===== src/rtl/cpq_pkg.sv =====
// ----------------------------------------------------------------------------
// cpq_pkg
// Types and constants shared by the cylinder point query block.
// ----------------------------------------------------------------------------
`default_nettype none
package cpq_pkg;
	localparam int COORD_W = 16;
	localparam int IDX_W = 10;
	localparam int CFG_W = 16;
	localparam int DIST_W = 37;

	typedef enum logic [1:0] {
		ACT_CLEAR = 2'd0,
		ACT_APPEND = 2'd1,
		ACT_QUERY = 2'd2,
		ACT_NONE = 2'd3
	} action_t;

	typedef enum logic [1:0] {
		REG_RADIUS = 2'd0,
		REG_HMIN = 2'd1,
		REG_HMAX = 2'd2,
		REG_SAMPLES = 2'd3
	} reg_idx_t;

	typedef enum logic [2:0] {
		ST_IDLE,
		ST_SCAN,
		ST_DRAIN,
		ST_EMIT
	} state_t;

	typedef struct packed {
		logic [1:0] action;
		logic signed [15:0] pos_x;
		logic signed [15:0] pos_y;
		logic signed [15:0] pos_z;
		logic [47:0] rot_row0;
		logic [47:0] rot_row1;
		logic [47:0] rot_row2;
	} in_item_t;

	typedef struct packed {
		logic [9:0] point_index;
		logic real_hit;
		logic last;
	} out_item_t;

	// controller -> datapath
	typedef struct packed {
		logic load_query;  // latch center and rotation, empty nearest list
		logic issue;       // issue a point read into the pipeline
		logic emit_load;   // load output register with current slot
		logic slot_adv;    // advance emitted slot
	} cpq_cmd_t;

	// datapath -> controller
	typedef struct packed {
		logic scan_done;   // last point issued
		logic pipe_empty;  // no point in flight
		logic slot_last;   // current slot is the final one
	} cpq_sts_t;
endpackage
`default_nettype wire


===== src/rtl/cpq_ctrl.sv =====
// ----------------------------------------------------------------------------
// cpq_ctrl
// Sequencer for point loads, query scan and result emission.
// ----------------------------------------------------------------------------
`default_nettype none
module cpq_ctrl (
	input wire logic clk,
	input wire logic arst_n,
	input wire logic in_valid,
	input wire logic [1:0] in_action,
	output logic in_ready,
	output logic out_valid,
	input wire logic out_ready,
	input wire cpq_pkg::cpq_sts_t sts,
	output cpq_pkg::cpq_cmd_t cmd
);
	import cpq_pkg::*;

	state_t state_q, state_d;
	logic ov_q, ov_d;

	always_ff @(posedge clk or negedge arst_n) begin
		if (!arst_n) begin
			state_q <= ST_IDLE;
			ov_q <= 1'b0;
		end else begin
			state_q <= state_d;
			ov_q <= ov_d;
		end
	end

	assign out_valid = ov_q;

	always_comb begin
		state_d = state_q;
		ov_d = ov_q;
		cmd = '0;
		in_ready = 1'b0;
		if (ov_q && out_ready) begin
			ov_d = 1'b0;
		end
		unique case (state_q)
			ST_IDLE: begin
				in_ready = 1'b1;
				if (in_valid && in_action == ACT_QUERY) begin
					cmd.load_query = 1'b1;
					state_d = ST_SCAN;
				end
			end
			ST_SCAN: begin
				cmd.issue = 1'b1;
				if (sts.scan_done) begin
					state_d = ST_DRAIN;
				end
			end
			ST_DRAIN: begin
				if (sts.pipe_empty) begin
					state_d = ST_EMIT;
				end
			end
			ST_EMIT: begin
				if (!ov_q || out_ready) begin
					cmd.emit_load = 1'b1;
					cmd.slot_adv = 1'b1;
					ov_d = 1'b1;
					if (sts.slot_last) begin
						state_d = ST_IDLE;
					end
				end
			end
			default: state_d = ST_IDLE;
		endcase
	end
endmodule
`default_nettype wire


===== config.mk =====
export PLATFORM = sky130hd
export DESIGN_NAME = cpq_ctrl
export DESIGN_NICKNAME = d
export VERILOG_FILES = /design/src/rtl/cpq_pkg.sv /design/src/rtl/cpq_ctrl.sv
export SDC_FILE = /design/constraint.sdc
export NUM_CORES = 1
export LEC_CHECK = 0
export ABC_AREA = 1
export BUFFER_PORTS_ARGS = -buffer_cell sky130_fd_sc_hd__buf_2
export CELL_PAD_IN_SITES_DETAIL_PLACEMENT = 1
export CELL_PAD_IN_SITES_GLOBAL_PLACEMENT = 1
export CORE_AREA = 4 4 41 43
export CTS_CLUSTER_SIZE = 24
export DETAILED_ROUTE_END_ITERATION = 10
export DIE_AREA = 0 0 45 47
export PLACE_DENSITY_LB_ADDON = 0.1
export SYNTH_ARGS = -nofsm -noshare
export SYNTH_HDL_FRONTEND = slang
export SYNTH_SLANG_ARGS = --single-unit

===== constraint.sdc =====
create_clock -name clk -period 2.52 [get_ports clk]
set_input_delay 0.252 -clock clk [delete_from_list [all_inputs] [get_ports clk]]
set_output_delay 0.252 -clock clk [all_outputs]
set_load 0.005 [all_outputs]

Word level (Yosys, flattened, before mapping)
Index checks and enable logic that the tools add are counted.
{"block": "totals", "register_bits": 4, "in_bits": 9, "out_inout_bits": 6, "elab_cells": 32}
{"block": "op_classes", "eq_ne": 9, "n_mux": 15, "reduce_logical": 6}
{"operator": "two-way mux 3 bit", "n": 5}
{"operator": "one-hot mux 3 bit (4 select lines)", "n": 1}
{"operator": "!= test 2 bit (second input constant)", "n": 5}
{"operator": "two-way mux 1 bit", "n": 7}
{"operator": "equality test 3 x 2 -> 1 bit (second input constant)", "n": 2}
{"operator": "AND reduction 5 bit", "n": 1}
{"operator": "two-way mux 2 bit", "n": 2}
{"operator": "equality test 3 x 1 -> 1 bit (second input constant)", "n": 1}
{"operator": "logical NOT 3 bit", "n": 1}
{"operator": "equality test 2 bit (second input constant)", "n": 1}
{"operator": "logical AND 1 bit", "n": 2}
{"operator": "logical NOT 1 bit", "n": 1}
{"operator": "logical OR 1 bit", "n": 1}

Longest topological paths before layout
Gate-level depths: netlist of run 1.
{"block": "depth", "ltp_word": 4, "ltp_mapped": 8, "depth_no_buf": 8}

Worst setup path after synthesis of run 1
OpenSTA, ideal clock, no wires.
{"block": "synth_timing", "kind": "register -> output", "from": "register state_q[0]", "to": "output port cmd[1] (netlist name)", "t_arrival_ns": 0.936, "t_required_ns": 2.268, "setup_slack_ns": 1.332, "path_stages_with_launch": 5, "n_path_buf": 1, "cell_sequence": "dfrtp_1 ha_1 inv_1 a21oi_1 buf_4"}
{"element": "from (decl)", "line_no": "cpq_ctrl.sv:19", "rtl": "state_t state_q, state_d;"}
{"element": "from (signal assigned)", "line_no": "cpq_ctrl.sv:27", "rtl": "state_q <= state_d;"}
{"element": "to (decl)", "line_no": "cpq_ctrl.sv:15", "rtl": "output cpq_pkg::cpq_cmd_t cmd"}

==> results.tsv, run 1 <==
stage	metric	value	unit
clocking	clock latency on the worst-skew pair	230	ps
synth	mux cell area share after synthesis	0	%
sta	Tightest Pin Transition	153.0	ps
synth	post-synthesis sequential area ratio	28.30	%
status	outcome	finished clean	
placed_design	hpwl dp	595.5	um
pwr	PwrDens	1073	nW/um^2
route	final wirelength	666	um
sta	setup_tns	0	ps
clocking	CTS resizes	0	
global_routing	largest net degree at the start of global routing	5	
global_routing	first-pass GRT wire length	1207	um
route	Via-to-Cell Ratio	3.957	
critical_path	Crit. End Element	primary output	
critical_path	Worst Setup EP	cmd[3]	
critical_path	worst-path fanout max	4	
clocking	CTS sink count	3	
sta	RSZ-0062 raised after global routing	no	
placed_design	GPL Wtd Cong	0.7431	
synth	Mapped Area	265.3	um^2
worst_hold_path	class of the worst hold path	in -> reg	
synth	Synth area leader	dfrtp_1	
finish	share of cells above drive strength 1	40.00	%
placed_design	Post-DP Area	346.6	um^2
critical_path	Worst EP arrival	1210	ps
critical_path	flop2flop setup slack	1330	ps
critical_path	CP Data Required Time	2270	ps
clocking	H-Tree Level Count	1	
die	Die H	47	um
route	Routed Antenna Nets	0	
critical_path	Crit Reg-Reg Startpoint	state_q[1]$_DFFE_PN0P_	
synth	Seq cells post-synth	3	
sta	clk_skew	2.195	ps
sta	Tmin final	1466	ps
global_routing	Tot GR Track Use	7.838	%
clocking	CTS max path bufs	2	
clocking	Clk pin slew, worst setup/hold paths	40	ps
die	initial core utilization	20.38	%
synth	Synth warnings	0	
synth	Synth Area in Compound Gates	1.887	%
critical_path	Setup crit start	state_q[1]$_DFFE_PN0P_	
synth	top cells by area, synth	dfrtp_1 (28%), ha_1 (19%), inv_1 (13%)	
finish	Area Growth Syn to Fin	44.34	%
global_routing	total grt overflow	0	
synth	combinational family with the most area after synthesis	simple AND/OR/NAND/NOR gates	
critical_path	Reg2Reg Capture Point	state_q[1]$_DFFE_PN0P_	
finish	fillers	178	
die	Die ar.	2115	um^2
sta	Final period util	58.17	%
synth	XOR/XNOR Fraction of Synth Area	0	%
die	die width	45	um
finish	Finished Cell Area	382.9	um^2
critical_path	cells on worst reg2reg path	8	
die	IO Pins	15	
pwr	worst vdd ir	330.0	uV
synth	syn avg cell area	7.169	um^2
sta	final setup vio count	0	
global_routing	initial antenna violation count	0	
route	Initial DRT Pass Iterations	4	
clocking	CTS tree	done	
sta	Achievable Freq	682.2	MHz
route	drc violations	0	
synth	Unique masters post-synth	11	
finish	ANT cells	0	
synth	Post-Synth Adder-Cell Area	18.87	%
clocking	CTS Buf Count	3	
critical_path	Worst setup SP type	register	
route	drt wl/cell	9.514	um
global_routing	vias in the first global route	315	
sta	max_slew headroom	89.80	%
critical_path	CP Class	reg -> out	
pwr	Static Leakage	0.2439	nW
synth	syn nets	50	
flow_run	max_cap viols	0	
route	vias after detailed routing	277	
sta	Slew Limit Fails	0	
synth	Synth Instances	37	
die	Core Footprint	1301	um^2
placed_design	# port buffers	14	
clocking	CTS root buf	clkbuf_4	
route	DR iter-0 viols	2	
synth	simple-gate share of the synthesized area	35.38	%
sta	Hold Vio Cnt, Final	0	
worst_hold_path	hold path cells	4	
finish	fin nets	69	
synth	area share of the largest cell type after synthesis	28.30	%
die	Cell Rows	13	
[flip-flops by register name, summed over array words and instances (netlist names)]
register / cells
state_q: 2
out_valid: 1
[placed cells by master, fill, tap and decap left out]
cell           instances
nand3_2                1
clkbuf_4               3
nand2_1                8
nand2_2                4
nand4_1                2
nor2_1                 3
buf_2                 14
nand3_1                1
ha_1                   4
inv_1                  9
clkbuf_1               1
dlygate4sd3_1          1
dfrtp_1                3
a21oi_1                1
[metal layers]
metal	routed length (um)	track usage, %	vias up
li1	-	-	146
met2	313	12.99	11
met3	47	1.533	0
met4	0	5.263	0
met5	0	0	-
met1	305	9.153	120
[area by class of cell]
class / count / area (um^2) / area share (%)
Timing Repair Buffer: 15 / 80.08 / 20.92
Tap cell: 15 / 18.77 / 4.902
Multi-Input combinational cell: 24 / 148.9 / 38.89
Sequential cell: 3 / 75.07 / 19.61
Inverter: 9 / 33.78 / 8.824
Clock buffer: 4 / 26.28 / 6.863
[worst max-delay path, stage by stage, from the launching register on]
cell	delay [ps]
dfrtp_1	400
inv_1	100
ha_1	220
inv_1	60
nor2_1	90
buf_2	110
[Yosys cell counts]
master,count
a21oi_1,1
nor2_1,3
nand3_2,1
nand4_1,2
buf_4,1
nand2_1,8
dfrtp_1,3
nand3_1,1
inv_1,9
ha_1,4
nand2_2,4
[kinds of logic after synthesis]
family          after synthesis
buf+inv                      10
compound gates                1
fa+ha+maj                     4
flops                         3
simple gates                 19
[worst min-delay path by stage]
stage,start,end,slack [ps]
CTS,out_ready,out_valid$_DFF_PN0_,320
global route,out_ready,out_valid$_DFF_PN0_,350
global placement,arst_n,out_valid$_DFF_PN0_,50
finish,out_ready,out_valid$_DFF_PN0_,320
detailed placement,arst_n,out_valid$_DFF_PN0_,50
floorplan,arst_n,out_valid$_DFF_PN0_,-40
[stage by stage]
step	cells	hold slack (ps)	power (W)	setup WS, ps	util [%]
6_report	70	321.6	0.0004109	1054	29.42
5_1_grt	70	345.5	0.0004691	926.3	29.42
4_1_cts	70	316.9	0.0004266	1029	29.42
3_5_place_dp	65	48.84	0.0003372	1287	26.63
3_3_place_gp	65	48.88	0.0003324	1319	26.63
2_1_floorplan	37	-43.59	0.0002590	1332	-
[what timing repair did]
item	4_1_cts	5_1_grt
endpoints found under the hold margin	3	0
hold buffers	1	0
buffers inserted	0	0
[power breakdown]
group | leakage, nW | internal (W) | total, W | switching, W
clock network | 0.0150 | 0.0000592 | 0.0000819 | 0.0000227
registers | 0.0375 | 0.0000740 | 0.0000972 | 0.0000232
logic | 0.191 | 0.000102 | 0.000232 | 0.000130
Power figures use the tool's default switching activity.
==> inputs of run 2 (changes only) <==
- clock period: 2.52 -> 1.5 ns (I/O delays scaled with it)
==> run 2 against run 1 <==
Against the previous run:
- worst setup slack worse by 930 ps
- clock skew hardly changed
- clock power is 70% higher
- cell count stayed put
- flip-flop and latch count stayed put
- worst hold slack worse by 120 ps
- combinational power is 66% higher
- sequential power is 72% higher
- utilization stayed put
- critical path depth stayed put
- design area stayed put
==> results.tsv, run 2 (synthesis results as in run 1) <==
stage	metric	value	unit	change
clocking	CTS Buf Count	3		unchanged
placed_design	# port buffers	14		unchanged
finish	commonest non-fill, non-tap cell in the layout	buf_2		
sta	final setup vio count	0		unchanged
critical_path	flop2flop setup slack	260	ps	-1070 ps
pwr	NetSw	0.0003003	W	+71%
die	Die H	47	um	unchanged
critical_path	most frequent CP cell	inv_1		
critical_path	slowest cell delay on critical path	410	ps	about the same
placed_design	Post-Place Worst Slack	260.9	ps	-1026 ps
global_routing	total grt overflow	0		unchanged
finish	ANT cells	0		unchanged
placed_design	Placed Cells incl. Taps	65		unchanged
pwr	PwrDens	1808	nW/um^2	+68%
finish	Area Growth Syn to Fin	44.34	%	unchanged
die	IO Pins	15		unchanged
clocking	Setup Buffers After CTS	0		unchanged
critical_path	worst path bufs/invs	3		unchanged
finish	Top reg by flops	state_q		
die	Die ar.	2115	um^2	unchanged
global_routing	first-pass GRT wire length	1062	um	-12%
clocking	CTS root buf	clkbuf_4		
route	Via-to-Cell Ratio	4.143		+4.7%
pwr	worst vdd ir	529.2	uV	+60%
route	drt wl/cell	9.486	um	-0.30%
placed_design	GPL Wtd Cong	0.7930		+6.7%
clocking	CTS tree	done		
sta	clk_skew	2.650	ps	+0.4551 ps
clocking	H-Tree Level Count	1		unchanged
critical_path	worst-path cell chain	inv_1, ha_1, inv_1, nor2_1, buf_2		
worst_hold_path	class of the worst hold path	in -> reg		
sta	setup_tns	0	ps	unchanged
clocking	Clk pin slew, worst setup/hold paths	40	ps	about the same
critical_path	CP Data Required Time	1350	ps	-920 ps
finish	share of cells above drive strength 1	40.00	%	unchanged
global_routing	largest net degree at the start of global routing	5		unchanged
clocking	clock latency on the worst-skew pair	230	ps	about the same
critical_path	Worst setup SP type	register		
sta	Slew Limit Fails	0		unchanged
finish	number of flip-flops in the largest register	2		unchanged
sta	RSZ-0062 raised after global routing	no		
route	drc violations	0		unchanged
pwr	Flop pwr share	24.1	%	+0.4 points
critical_path	Crit. End Element	primary output		
sta	Tmin final	1375	ps	
flow_run	max_cap viols	0		unchanged
critical_path	CP Class	reg -> out		
placed_design	hpwl dp	610.4	um	+2.5%
finish	utilization after layout	29.42	%	unchanged
die	Core Footprint	1301	um^2	unchanged
die	initial core utilization	20.38	%	unchanged
die	die width	45	um	unchanged
status	outcome	finished clean		
clocking	CTS max path bufs	2		unchanged
route	Routed Antenna Nets	0		unchanged
finish	fillers	179		+0.56%
finish	most frequent cells in the layout	buf_2 (14), inv_1 (9), nand2_1 (8)		
finish	non-filler cells in the finished layout	70		unchanged
critical_path	Worst EP arrival	1220	ps	about the same
critical_path	worst-path fanout max	4		unchanged
global_routing	initial antenna violation count	0		unchanged
clocking	CTS sink count	3		unchanged
sta	Final period util	91.66	%	
route	Initial DRT Pass Iterations	2		-2
route	vias after detailed routing	290		+4.7%
critical_path	Slowest-stage cell, CP	dfrtp_1		
route	final wirelength	664	um	-0.30%
pwr	switch share	43.38	%	+0.53 points
pwr	Int Pwr	0.0003920	W	+67%
sta	Hold Vio Cnt, Final	0		unchanged
pwr	Comb pwr share	55.8	%	-0.6 points
critical_path	critical path's top delay family	flip-flops		
global_routing	Tot GR Track Use	7.120	%	-0.72 points
sta	worst setup margin	125.1	ps	-929.0 ps
sta	Achievable Freq	727.3	MHz	
pwr	Static Leakage	0.2439	nW	unchanged
route	DR iter-0 viols	2		unchanged
global_routing	vias in the first global route	263		-17%
finish	fin nets	69		unchanged
pwr	clock share of power	20.1	%	+0.2 points
sta	Tightest Pin Transition	158.3	ps	+5.332 ps
die	Cell Rows	13		unchanged
sta	max_slew headroom	89.45	%	-0.36 points
-- run 2: final cells by class --
type | instances | area, um^2 | area share [%]
inverter | 9 | 33.78 | 8.824
tap | 15 | 18.77 | 4.902
timing repair buffer | 15 | 80.08 | 20.92
clock buffer | 4 | 26.28 | 6.863
sequential | 3 | 75.07 | 19.61
multi-input combinational | 24 | 148.9 | 38.89
-- run 2: through the flow --
stage,hold WS (ps),cell area [um^2],total power [W]
after floorplan,-145.6,265.3,0.0004351
after global placement,-51.64,346.6,0.0005507
after detailed placement,-51.13,346.6,0.0005622
after CTS,203.3,382.9,0.0007132
after global routing,234.0,382.9,0.0007838
final,200.4,382.9,0.0006924
-- run 2: worst min-delay path, stage by stage --
cell,delay [ps]
buf_2,70
inv_1,50
nand2_2,70
nand2_1,50
-- run 2: per-layer routing --
metal	wire length, um	part of all wire (%)	track usage, %	vias up
li1	-	-	-	147
met1	284	43	8.447	130
met2	299	45	10.45	13
met3	80	12	4.981	0
met4	0	0	1.754	0
met5	0	0	0	-
-- run 2: final timing paths --
path                                   startpoint                     end  cells after the start
hold reg to reg               out_valid$_DFF_PN0_     out_valid$_DFF_PN0_                      2
min in group asynchronous                  arst_n     out_valid$_DFF_PN0_                      2
max in group asynchronous                  arst_n  state_q[0]$_DFFE_PN0P_                      2
setup / recovery           state_q[1]$_DFFE_PN0P_                  cmd[3]                      5
setup reg to reg           state_q[0]$_DFFE_PN0P_  state_q[0]$_DFFE_PN0P_                      8
hold / removal                          out_ready     out_valid$_DFF_PN0_                      4
-- run 2: what timing repair did --
action | CTS | global route
gates resized for setup | 0 | 0
hold buffers | 1 | 0
endpoints found under the hold margin | 3 | 0
-- run 2: power groups by stage --
stage	combinational (W)	clock, W	sequential, W
3_3_place_gp	0.000386	0	0.000164
5_1_grt	0.000451	0.000159	0.000173
2_1_floorplan	0.000276	0	0.000160
3_5_place_dp	0.000394	0	0.000168
4_1_cts	0.000399	0.000147	0.000167
6_report	0.000386	0.000139	0.000167
